### config.mk
export PLATFORM = sky130hd
export DESIGN_NAME = byte_frame_deframer_flat
export DESIGN_NICKNAME = d
export VERILOG_FILES = /design/src/rtl/bfd_pkg.sv /design/src/rtl/bfd_if.sv /design/src/rtl/bfd_parser.sv /design/src/rtl/bfd_out_reg.sv /design/src/rtl/byte_frame_deframer.sv /design/src/flat_wrapper.sv
export SDC_FILE = /design/constraint.sdc
export NUM_CORES = 1
export LEC_CHECK = 0
export BUFFER_PORTS_ARGS = -buffer_cell sky130_fd_sc_hd__buf_2
export CAP_MARGIN = 20
export CORE_UTILIZATION = 45
export CTS_CLUSTER_DIAMETER = 30
export DETAILED_ROUTE_END_ITERATION = 10
export PLACE_DENSITY_LB_ADDON = 0.3
export SYNTH_ARGS = -nofsm -noshare
export SYNTH_HDL_FRONTEND = slang
export SYNTH_SLANG_ARGS = --single-unit
### constraint.sdc
create_clock -name clk -period 2.7 [get_ports clk]
set_input_delay 0.675 -clock clk [delete_from_list [all_inputs] [get_ports clk]]
set_output_delay 0.675 -clock clk [all_outputs]
set_load 0.05 [all_outputs]
### src/rtl/bfd_pkg.sv
// Package: frame parser phase codes, status codes and the result type.
`timescale 1ns / 1ps

package bfd_pkg;

    // Parser phases
    localparam logic [2:0] PH_HEAD  = 3'd0;
    localparam logic [2:0] PH_CTRL  = 3'd1;
    localparam logic [2:0] PH_LEN   = 3'd2;
    localparam logic [2:0] PH_DATA  = 3'd3;
    localparam logic [2:0] PH_CHECK = 3'd4;
    localparam logic [2:0] PH_TAIL  = 3'd5;

    // Per-byte status codes
    localparam logic [2:0] ST_FRAMING  = 3'd0;
    localparam logic [2:0] ST_CMD      = 3'd1;
    localparam logic [2:0] ST_PAYLOAD  = 3'd2;
    localparam logic [2:0] ST_DONE     = 3'd3;
    localparam logic [2:0] ST_HEAD_ERR = 3'd4;
    localparam logic [2:0] ST_CTRL_ERR = 3'd5;
    localparam logic [2:0] ST_TAIL_ERR = 3'd6;

    // Configuration register indexes
    localparam logic CFG_HEAD = 1'b0;
    localparam logic CFG_TAIL = 1'b1;

    // Control byte fields
    localparam logic [7:0] CTRL_TYPE_MASK = 8'hF0;
    localparam logic [7:0] CTRL_ID_MASK   = 8'h0F;

    // Length field is two bytes
    localparam logic [15:0] LEN_BYTES = 16'd2;

    typedef struct packed {
        logic [2:0]  status;
        logic [3:0]  sender_id;
        logic [15:0] frame_length;
        logic [7:0]  byte_value;
        logic [15:0] payload_index;
    } result_t;

endpackage

### src/rtl/bfd_if.sv
// Interfaces: received byte channel and status result channel.
`timescale 1ns / 1ps

interface bfd_in_if;
    logic       valid;
    logic       ready;
    logic [7:0] rx_byte;

    modport source (output valid, output rx_byte, input ready);
    modport sink (input valid, input rx_byte, output ready);
endinterface

interface bfd_out_if;
    logic        valid;
    logic        ready;
    logic [2:0]  status;
    logic [3:0]  sender_id;
    logic [15:0] frame_length;
    logic [7:0]  byte_value;
    logic [15:0] payload_index;

    modport source (output valid, output status, output sender_id, output frame_length,
                    output byte_value, output payload_index, input ready);
    modport sink (input valid, input status, input sender_id, input frame_length,
                  input byte_value, input payload_index, output ready);
endinterface

### src/rtl/bfd_parser.sv
// Frame parser: configuration registers, phase state and per-byte status logic.
`timescale 1ns / 1ps

module bfd_parser (
    input  logic             clk,
    input  logic             rst_n,
    input  logic             cfg_we,
    input  logic             cfg_index,
    input  logic [7:0]       cfg_data,
    input  logic             accept,
    input  logic [7:0]       rx_byte,
    output bfd_pkg::result_t result
);
    import bfd_pkg::*;

    logic [7:0]  head_reg;
    logic [7:0]  tail_reg;
    logic [2:0]  phase_reg, phase_next;
    logic [15:0] count_reg, count_next;
    logic [15:0] length_reg, length_next;
    logic [3:0]  sender_reg, sender_next;
    logic [15:0] count_inc;

    assign count_inc = count_reg + 16'd1;

    // Configuration writes
    always_ff @(posedge clk or negedge rst_n)
    begin
        if (!rst_n)
        begin
            head_reg <= '0;
            tail_reg <= '0;
        end
        else if (cfg_we)
        begin
            unique case (cfg_index)
                CFG_HEAD: head_reg <= cfg_data;
                CFG_TAIL: tail_reg <= cfg_data;
                default:  ;
            endcase
        end
    end

    // Next state and status for the byte on the input
    always_comb
    begin
        logic as_check;
        as_check             = 1'b0;
        phase_next           = phase_reg;
        count_next           = count_reg;
        length_next          = length_reg;
        sender_next          = sender_reg;
        result.status        = ST_FRAMING;
        result.byte_value    = '0;
        result.payload_index = '0;

        unique case (phase_reg)
            PH_CTRL:
            begin
                if ((rx_byte & CTRL_TYPE_MASK) != 8'd0)
                begin
                    sender_next = 4'(rx_byte & CTRL_ID_MASK);
                    length_next = '0;
                    phase_next  = PH_LEN;
                end
                else
                begin
                    result.status = ST_CTRL_ERR;
                    phase_next    = PH_HEAD;
                end
            end
            PH_LEN:
            begin
                length_next = {length_reg[7:0], rx_byte};
                count_next  = count_inc;
                if (count_inc == LEN_BYTES)
                begin
                    phase_next = PH_DATA;
                    count_next = '0;
                end
            end
            PH_DATA:
            begin
                if (length_reg != 16'd0)
                begin
                    result.byte_value = rx_byte;
                    if (count_reg == 16'd0)
                        result.status = ST_CMD;
                    else
                    begin
                        result.status        = ST_PAYLOAD;
                        result.payload_index = count_reg - 16'd1;
                    end
                    count_next = count_inc;
                    if (count_inc == length_reg)
                    begin
                        phase_next = PH_CHECK;
                        count_next = '0;
                    end
                end
                else
                    as_check = 1'b1;
            end
            PH_CHECK:
                as_check = 1'b1;
            PH_TAIL:
            begin
                result.status = (rx_byte == tail_reg) ? ST_DONE : ST_TAIL_ERR;
                phase_next    = PH_HEAD;
            end
            default:
            begin
                // head phase, and the unused codes
                count_next  = '0;
                sender_next = '0;
                if (rx_byte == head_reg)
                    phase_next = PH_CTRL;
                else
                begin
                    result.status = ST_HEAD_ERR;
                    phase_next    = PH_HEAD;
                end
            end
        endcase

        // check byte is skipped
        if (as_check)
        begin
            count_next = '0;
            phase_next = PH_TAIL;
        end

        result.sender_id    = sender_next;
        result.frame_length = length_next;
    end

    // Parser state, advanced once per accepted beat
    always_ff @(posedge clk or negedge rst_n)
    begin
        if (!rst_n)
        begin
            phase_reg  <= PH_HEAD;
            count_reg  <= '0;
            length_reg <= '0;
            sender_reg <= '0;
        end
        else if (accept)
        begin
            phase_reg  <= phase_next;
            count_reg  <= count_next;
            length_reg <= length_next;
            sender_reg <= sender_next;
        end
    end

`ifndef NO_ASSERTIONS
    a_phase_legal: assert property (@(posedge clk) disable iff (!rst_n)
        phase_reg <= PH_TAIL)
        else $error("parser phase left the legal range");

    a_len_count: assert property (@(posedge clk) disable iff (!rst_n)
        phase_reg == PH_LEN |-> count_reg < LEN_BYTES)
        else $error("length byte count overran");

    a_data_count: assert property (@(posedge clk) disable iff (!rst_n)
        phase_reg == PH_DATA |-> (count_reg < length_reg || length_reg == 16'd0))
        else $error("data byte count reached declared length");

    a_tail_return: assert property (@(posedge clk) disable iff (!rst_n)
        accept && phase_reg == PH_TAIL |=> phase_reg == PH_HEAD)
        else $error("parser did not return to head after tail");
`endif

endmodule

### src/rtl/bfd_out_reg.sv
// Result register: holds one status beat until the sink takes it.
`timescale 1ns / 1ps

module bfd_out_reg (
    input  logic             clk,
    input  logic             rst_n,
    input  logic             load,
    input  bfd_pkg::result_t result,
    output logic             can_load,
    bfd_out_if.source        out_ch
);
    import bfd_pkg::*;

    logic    valid_reg;
    result_t data_reg;

    // Free when empty or drained this cycle
    assign can_load = !valid_reg || out_ch.ready;

    always_ff @(posedge clk or negedge rst_n)
    begin
        if (!rst_n)
            valid_reg <= 1'b0;
        else if (can_load)
            valid_reg <= load;
    end

    // Payload, no reset
    always_ff @(posedge clk)
    begin
        if (load && can_load)
            data_reg <= result;
    end

    assign out_ch.valid         = valid_reg;
    assign out_ch.status        = data_reg.status;
    assign out_ch.sender_id     = data_reg.sender_id;
    assign out_ch.frame_length  = data_reg.frame_length;
    assign out_ch.byte_value    = data_reg.byte_value;
    assign out_ch.payload_index = data_reg.payload_index;

`ifndef NO_ASSERTIONS
    a_cmd_nonzero_len: assert property (@(posedge clk) disable iff (!rst_n)
        valid_reg && (data_reg.status == ST_CMD || data_reg.status == ST_PAYLOAD)
        |-> data_reg.frame_length != 16'd0)
        else $error("data beat with zero frame length");

    a_index_in_frame: assert property (@(posedge clk) disable iff (!rst_n)
        valid_reg && data_reg.status == ST_PAYLOAD
        |-> data_reg.payload_index < data_reg.frame_length - 16'd1)
        else $error("payload index beyond declared length");

    a_status_legal: assert property (@(posedge clk) disable iff (!rst_n)
        valid_reg |-> data_reg.status != 3'd7)
        else $error("undefined status code");
`endif

endmodule

### src/rtl/byte_frame_deframer.sv
// Top level: byte stream frame parser with one status beat per received byte.
//
//  channel  dir  handshake      payload
//  in_ch    in   valid/ready    rx_byte[7:0]
//  out_ch   out  valid/ready    status, sender_id, frame_length, byte_value, payload_index
//  cfg      in   cfg_we         cfg_index (0 head, 1 tail), cfg_data[7:0]
//
// One byte per cycle while out_ch is not stalled; each status beat appears in the cycle after its byte is taken.
// Each status beat is held in the single result register after the phase logic.
// in_ch.ready is high while the result register is empty or being drained.
// A stalled out_ch holds its beat and stops intake; no beat is dropped.
// Reset clears the phase to head, counters, sender, and both config bytes.
`timescale 1ns / 1ps

module byte_frame_deframer (
    input  logic       clk,
    input  logic       rst_n,
    input  logic       cfg_we,
    input  logic       cfg_index,
    input  logic [7:0] cfg_data,
    bfd_in_if.sink     in_ch,
    bfd_out_if.source  out_ch
);
    import bfd_pkg::*;

    logic    can_load;
    logic    accept;
    result_t result;

    assign in_ch.ready = can_load;
    assign accept      = in_ch.valid && can_load;

    // Phase logic
    bfd_parser u_parser (
        .clk       (clk),
        .rst_n     (rst_n),
        .cfg_we    (cfg_we),
        .cfg_index (cfg_index),
        .cfg_data  (cfg_data),
        .accept    (accept),
        .rx_byte   (in_ch.rx_byte),
        .result    (result)
    );

    // Result register
    bfd_out_reg u_out_reg (
        .clk      (clk),
        .rst_n    (rst_n),
        .load     (accept),
        .result   (result),
        .can_load (can_load),
        .out_ch   (out_ch)
    );

endmodule

### src/flat_wrapper.sv
// flat-port wrapper written by rule: the top's interface ports become plain ports
module byte_frame_deframer_flat import bfd_pkg::*;
  (clk, rst_n, cfg_we, cfg_index, cfg_data, in_ch_valid, in_ch_rx_byte, in_ch_ready, out_ch_valid, out_ch_status, out_ch_sender_id, out_ch_frame_length, out_ch_byte_value, out_ch_payload_index, out_ch_ready);
  bfd_in_if in_ch_i ();
  bfd_out_if out_ch_i ();
  input  logic clk;
  input  logic rst_n;
  input  logic cfg_we;
  input  logic cfg_index;
  input  logic [7:0] cfg_data;
  input wire logic [$bits(in_ch_i.valid)-1:0] in_ch_valid;
  input wire logic [$bits(in_ch_i.rx_byte)-1:0] in_ch_rx_byte;
  output wire logic [$bits(in_ch_i.ready)-1:0] in_ch_ready;
  output wire logic [$bits(out_ch_i.valid)-1:0] out_ch_valid;
  output wire logic [$bits(out_ch_i.status)-1:0] out_ch_status;
  output wire logic [$bits(out_ch_i.sender_id)-1:0] out_ch_sender_id;
  output wire logic [$bits(out_ch_i.frame_length)-1:0] out_ch_frame_length;
  output wire logic [$bits(out_ch_i.byte_value)-1:0] out_ch_byte_value;
  output wire logic [$bits(out_ch_i.payload_index)-1:0] out_ch_payload_index;
  input wire logic [$bits(out_ch_i.ready)-1:0] out_ch_ready;
  assign in_ch_i.valid = in_ch_valid;
  assign in_ch_i.rx_byte = in_ch_rx_byte;
  assign in_ch_ready = in_ch_i.ready;
  assign out_ch_valid = out_ch_i.valid;
  assign out_ch_status = out_ch_i.status;
  assign out_ch_sender_id = out_ch_i.sender_id;
  assign out_ch_frame_length = out_ch_i.frame_length;
  assign out_ch_byte_value = out_ch_i.byte_value;
  assign out_ch_payload_index = out_ch_i.payload_index;
  assign out_ch_i.ready = out_ch_ready;
  byte_frame_deframer u_core (.clk(clk), .rst_n(rst_n), .cfg_we(cfg_we), .cfg_index(cfg_index), .cfg_data(cfg_data), .in_ch(in_ch_i), .out_ch(out_ch_i));
endmodule
==> results.md, run 1 <==
* Status: completed
* H-tree depth at 3
* Leading area contributor after synthesis: edfxtp_1
* Cell Int Power at 3426 µW
* Post-Synthesis Cell Area at around 0.0056 mm²
* Vias in the first global route at roughly 4,300
* Clk slew on worst S/H paths at 0.07 ns
* Die height at ~110 µm
* Synth warnings at 0
* Seq pwr share at 40.4%
* # fillers at between 1,000 and 1,500
* RSZ-0062 raised after global routing: yes
* Largest net degree at the start of global routing at 52
* Reg2Reg Setup Slack at approximately 0.093 ns
* Crit path DAT at ~2.8 ns
* Maximum resistive drop on vdd at between 0.4 and 0.5 mV
* Setup CP Type: flip-flop to flip-flop
* Post-synth EDFFs at 47
* Post-DP HPWL at 10,230 µm
* Die extent in x at about 110 µm
* Tot GR Track Use at between 20% and 30%
* Startpoint types: flip-flop
* Worst hold slack at between 0.3 and 0.4 ns
* Yosys cell types at 55
* Crit path time final at approximately 2.6 ns
* Iteration-0 DRC Markers at between 200 and 300
* Worst skew pair latency at approximately 0.36 ns
* Fin. max-slew vios at 0
* CP required at between 2 and 3 ns
* Buffer levels on the longest clock path at 2
* Worst hold-check path type: input pin to asynchronous set/reset pin
* Sw Share at a little under two fifths
* P_sw at 2112 µW
* Maximum fanout along the worst path at 8
* Ant. Diodes at 0
* Sink Count at around 100
* Avg Cell Area, Syn at about 10 µm²
* Max-Cap Viols at 0
* Synth async-reset ratio at 54.37%
* Hold buffers post-CTS at 0
* Syn nets at 579
* Final WL at roughly 14,000 µm
* # setup viols final at 0
* Setup TNS Final at 0 ns
* Syn Inst Count at between 500 and 600
* Leakage power at roughly 0.0030 µW
* Port bufs at 70
* Max Freq at 383.6 MHz
* Placer Congestion at between 0.8 and 0.9
* Area fraction of the dominant cell type after synthesis at around a quarter
* Primary FF master, synth: dfrtp_1
* Rows at 40
* Worst Tran Pin Value at 0.6893 ns
* Share of layout cells above drive strength 1 at approximately 28%
* Num CTS Buffers at 9
* Fin. Hold Viols at 0
* Global-route wire length before repair at roughly 22,000 µm
* Initial antenna violation count at 0
* Seq/Total Area, Yosys at 50.48%
* Core area at between 0.01 and 0.015 mm²
* Top cells by area, synth: edfxtp_1 25%, dfrtp_1 25%, nand2_1 6.5%, mux2_2 4.0%, xnor2_1 3.9%
* Routed len/inst at between 15 and 20 µm
* CP Capture Type: flip-flop
* Reg2reg end: u_core.u_parser.count_reg[11]
* Final Non-Filler Cells at roughly 820
* Final Cycle Share at a little over nine tenths
* GR Overflow Total at 0
* Vias at around 4,500
* Post-Layout Inst Area at slightly below 0.007 mm²
* Post-DRT Antenna Nets at 0
* Final #Nets at 676
* Clock Power Share at around a quarter
* Drt drc at 0
* Initial Utilization at about 46%
* Post-DP Area at roughly 0.0064 mm²
* Register bit total from synthesis at between 100 and 150
* Power Density at about 800 mW/mm²
* Inst Count DP at about 800
* Comb power frac at ~36%
* RR Startpoint: u_core.u_parser.count_reg[7]
* Worst relative slew slack at between 50 and 60%
* 1st-pass router iterations at 4
* Io pins at between 70 and 80
* Vias/cell at 5.504
* Clk root buf: clkbuf_16
* R2R depth at 9
* Die area at 0.01283 mm²
* CTS tree: done
* Clock skew at 0.01093 ns
* Total power at approximately 5500 µW
* Synth-to-layout area growth at 22.82%
-- worst max-delay path by stage --
stage / from / endpoint / slack (ns) / depth (start not counted)
3_3_place_gp: u_core.u_parser.count_reg[7] / u_core.u_parser.count_reg[7] / 0.12 / 8
4_1_cts: u_core.u_parser.count_reg[0] / u_core.u_parser.phase_reg[1] / 0.03 / 12
5_1_grt: u_core.u_parser.count_reg[0] / u_core.u_parser.count_reg[7] / -0.04 / 12
2_1_floorplan: u_core.u_parser.count_reg[1] / u_core.u_parser.count_reg[11] / 0.11 / 10
6_report: u_core.u_parser.count_reg[7] / u_core.u_parser.count_reg[11] / 0.09 / 9
3_5_place_dp: u_core.u_parser.count_reg[0] / u_core.u_parser.phase_reg[1] / 0.06 / 12
-- final cells by class --
class / count / area (µm²) / share of cell area, %
clock buffers: 11 / 252.7 / 3.694
flip-flops and latches: 103 / 2814 / 41.12
repair buffers: 122 / 799.5 / 11.68
clock inverters: 5 / 48.80 / 0.7131
multi-input cells: 396 / 2658 / 38.84
well taps: 168 / 210.2 / 3.072
inverters: 16 / 60.06 / 0.8777
-- synth_stat cells, types with 2 or more instances --
| master | n |
|---|---|
| o21ai_1 | 3 |
| xnor2_1 | 25 |
| o221ai_1 | 12 |
| o31a_1 | 2 |
| a22o_1 | 20 |
| ha_1 | 6 |
| o21ai_0 | 19 |
| clkinv_1 | 3 |
| dfrtp_1 | 56 |
| nor2_1 | 33 |
| o31ai_1 | 2 |
| and4_1 | 2 |
| nand3b_1 | 3 |
| mux2i_1 | 2 |
| nand2b_1 | 2 |
| nor2b_1 | 8 |
| and2_1 | 17 |
| buf_4 | 2 |
| a32oi_1 | 2 |
| o211ai_1 | 4 |
| xor2_1 | 25 |
| or3_1 | 4 |
| a21oi_1 | 8 |
| a41oi_1 | 2 |
| nand4_1 | 7 |
| or4_1 | 3 |
| buf_1 | 3 |
| nand3_1 | 12 |
| and3_1 | 4 |
| nand2_1 | 96 |
| edfxtp_1 | 47 |
| clkbuf_1 | 20 |
| inv_1 | 13 |
| buf_2 | 10 |
| o2111ai_1 | 4 |
| nor3_1 | 11 |
| a31oi_1 | 3 |
| nor4_1 | 17 |
| nor3b_1 | 4 |
| mux2_2 | 20 |
-- worst max-delay path, stage by stage, from the launching register on --
cell       delay (ns)
dfrtp_1          0.35
nand4_1          0.15
or4_4            0.58
xnor2_2          0.17
a221oi_2         0.25
o311ai_1         0.13
o31a_1           0.40
buf_6            0.17
o2111ai_1        0.17
o211ai_1         0.11
-- power by group through the flow --
stage	combinational, µW	sequential (µW)	clock (µW)
floorplan	1090	2490	0
finish	2000	2240	1300
CTS	1940	2230	1330
global route	2180	2270	1380
detailed placement	1930	2260	0
global placement	1900	2250	0
-- metrics by stage --
| step | util (%) | setup slack, ns |
|---|---|---|
| CTS | 55.27 | 0.03020 |
| global route | 56.73 | -0.04325 |
| detailed placement | 52.77 | 0.05503 |
| floorplan | - | 0.1063 |
| finish | 56.73 | 0.09341 |
| global placement | 52.77 | 0.1218 |
-- cells by family (layout without fill, tap and decap cells) --
group / after synthesis / in the layout / synth area share, %
compound gates: 91 / 91 / 12.10
xor+xnor: 50 / 50 / 7.860
fa+ha+maj: 6 / 6 / 1.347
buf+inv: 52 / 154 / 3.997
flops: 103 / 103 / 50.48
mux: 22 / 22 / 4.402
simple gates: 227 / 227 / 19.81
-- layout by cell type, fill, tap and decap left out, types with 4 or more instances in the layout --
master	Yosys	final
a21oi_1	8	8
a22o_1	20	20
and2_1	17	17
buf_12	0	4
buf_2	10	71
buf_4	2	44
clkbuf_16	0	9
dfrtp_1	56	55
edfxtp_1	47	47
ha_1	6	4
inv_1	13	11
mux2_2	20	20
nand2_1	96	96
nand3_1	12	9
nand4_1	7	7
nor2_1	33	32
nor2b_1	8	8
nor3_1	11	8
nor4_1	17	16
o2111ai_1	4	4
o211ai_1	4	4
o21ai_0	19	19
o221ai_1	12	11
or3_1	4	4
xnor2_1	25	23
xor2_1	25	25
-- layer usage --
layer	vias to the layer above	global-route usage [%]	part of all wire, %
met4	0	10.70	2.3
li1	2179	-	-
met2	123	37.71	49
met5	-	0	0
met3	21	4.446	4.3
met1	2196	29.14	44
-- timing repair --
| item | in CTS | in global routing |
|---|---|---|
| buffers inserted | 0 | 5 |
| resized for setup | 0 | 28 |
| hold endpoints to repair | 0 | 0 |
| setup endpoints to repair | 0 | 19 |
(Power assumes the default switching activity.)
==> inputs of run 2 (changes only) <==
Clock period 2.7 ns to 3.1 ns, I/O delays scaled along.
==> results.md, run 2 (synthesis gave the netlist of run 1 again) <==
* Status: completed
* Leakage power at ~0.0029 µW
* Global-route wire length before repair at roughly 23,000 µm
* Iteration-0 DRC Markers at roughly 240
* Num CTS Buffers at 9
* Fin. max-slew vios at 0
* Worst relative slew slack at between 50% and 60%
* CP Cell Sequence: nand4_2 -> or4_4 -> xnor2_1 -> a221oi_1 -> o311ai_1 -> o31a_1 -> buf_12 -> o21ai_1 -> o211ai_1
* 1st-pass router iterations at 5
* Max Freq at approximately 340 MHz
* Clk root buf: clkbuf_16
* Worst Tran Pin Value at 0.7450 ns
* Io pins at a little over 70
* Die height at 113.3 µm
* Die extent in x at 113.3 µm
* Synth-to-layout area growth at 17.20%
* Vias at 4,463
* Buffer levels on the longest clock path at 2
* Inst Count DP at 787
* Sink Count at 103
* Final #Nets at 658
* Post-DP HPWL at slightly above 10,000 µm
* Met3 wire len at 541 µm
* Crit path time final at just under 3 ns
* Share of layout cells above drive strength 1 at 23.15%
* Core area at 0.01206 mm²
* Die area at ~0.013 mm²
* Routed len/inst at 17.52 µm
* Setup WS pre-CTS at 0.1767 ns
* Power Density at between 700 and 800 mW/mm²
* Buf+Inv Stages, Crit Path at 1
* Maximum resistive drop on vdd at roughly 0.45 mV
* Hold buffers post-CTS at 0
* CTS tree: done
* Max-Cap Viols at 0
* CP required at roughly 3.3 ns
* Largest net degree at the start of global routing at 37
* Most frequent cells in the layout: 96 x nand2_1, 70 x buf_2, 53 x dfrtp_1, 47 x edfxtp_1
* Final Cycle Share at between 90% and 100%
* Maximum fanout along the worst path at 21
* Initial antenna violation count at 0
* Vias/cell at roughly 5.6
* End-of-flow core utilization at about 54%
* CP max-delay cell: or4_4
* Leading cell type in the layout, fill and taps excluded: nand2_1
* Setup TNS Final at 0 ns
* Met1 WL at 6655 µm
* Final WL at 14,070 µm
* Max Used Layer: met4
* Ant. Diodes at 0
* CP Capture Type: flip-flop
* Final setup margin at roughly 0.19 ns
* CP peak stage delay at approximately 0.57 ns
* Fin. Hold Viols at 0
* Final Non-Filler Cells at approximately 800
* DR WL met2 at 6539 µm
* Tot GR Track Use at between 20% and 30%
* # setup viols final at 0
* Post-DRT Antenna Nets at 0
* GR Overflow Total at 0
* Vias in the first global route at about 4,300
* Clk slew on worst S/H paths at roughly 0.070 ns
* Port bufs at 70
* Initial Utilization at 46.19%
* Startpoint types: flip-flop
* Setup CP Type: flip-flop to flip-flop
* RSZ-0062 raised after global routing: no
* Drt drc at 0
* Crit-path leading delay family: compound AO/OA/AOI/OAI gates
* Clock skew at 0.01184 ns
* Placer Congestion at around 0.88
* H-tree depth at 3
* Rows at 40
* Worst hold-check path type: input pin to asynchronous set/reset pin
* Crit path DAT at roughly 3.1 ns
* Worst skew pair latency at ~0.36 ns
-- run 2: cell types whose count changed in the layout (fill, tap and decap cells not counted), moves of 3 or more --
cell | previous run | this run
buf_12 | 4 | 1
buf_4 | 44 | 33
buf_6 | 3 | 0
nand3_1 | 9 | 12
nor3_1 | 8 | 11
-- run 2: final timing paths --
check	from	to	slack, ns	cells past startpoint
setup reg to reg	u_core.u_parser.count_reg[3]	u_core.u_parser.count_reg[7]	0.19	9
hold reg to reg	u_core.u_parser.sender_reg[0]	u_core.u_parser.sender_reg[0]	0.51	1
hold / removal	rst_n	u_core.u_parser.phase_reg[2]	0.32	1
setup / recovery	u_core.u_parser.count_reg[3]	u_core.u_parser.count_reg[7]	0.19	9
min in group clk	u_core.u_parser.sender_reg[0]	u_core.u_parser.sender_reg[0]	0.51	1
max in group asynchronous	rst_n	u_core.u_parser.count_reg[2]	2.09	2
-- run 2: area by class of cell --
type,instances,area [µm²]
Tap cell,168,210.2
Sequential cell,103,2816
Inverter,16,60.06
Clock buffer,10,229.0
Fill cell,1069,5532
Multi-Input combinational cell,396,2536
Timing Repair Buffer,104,618.1
Clock inverter,6,60.06
-- run 2: through the flow --
step           power [µW]  cell area, µm²  hold slack, ns
2_1_floorplan        3118            5579          0.4794
3_3_place_gp         3551            6237          0.4932
3_5_place_dp         3573            6237          0.4961
4_1_cts              4697            6526          0.3207
5_1_grt              4926            6530          0.3340
6_report             4670            6530          0.3194
-- run 2: what timing repair did --
item | CTS | global route
setup buffers | 0 | 0
endpoints found under the setup margin | 0 | 4
resized for setup | 0 | 3
hold endpoints to repair | 0 | 0
-- run 2: metal layers --
metal  global-route usage (%)  up-vias
met4                    10.61        0
met3                    3.910       23
met5                        0        -
li1                         -     2138
met2                    37.38      123
met1                    31.67     2179
-- run 2: power breakdown --
group | internal, µW | switching [µW]
combinational | 588 | 1020
clock | 568 | 538
sequential | 1700 | 247
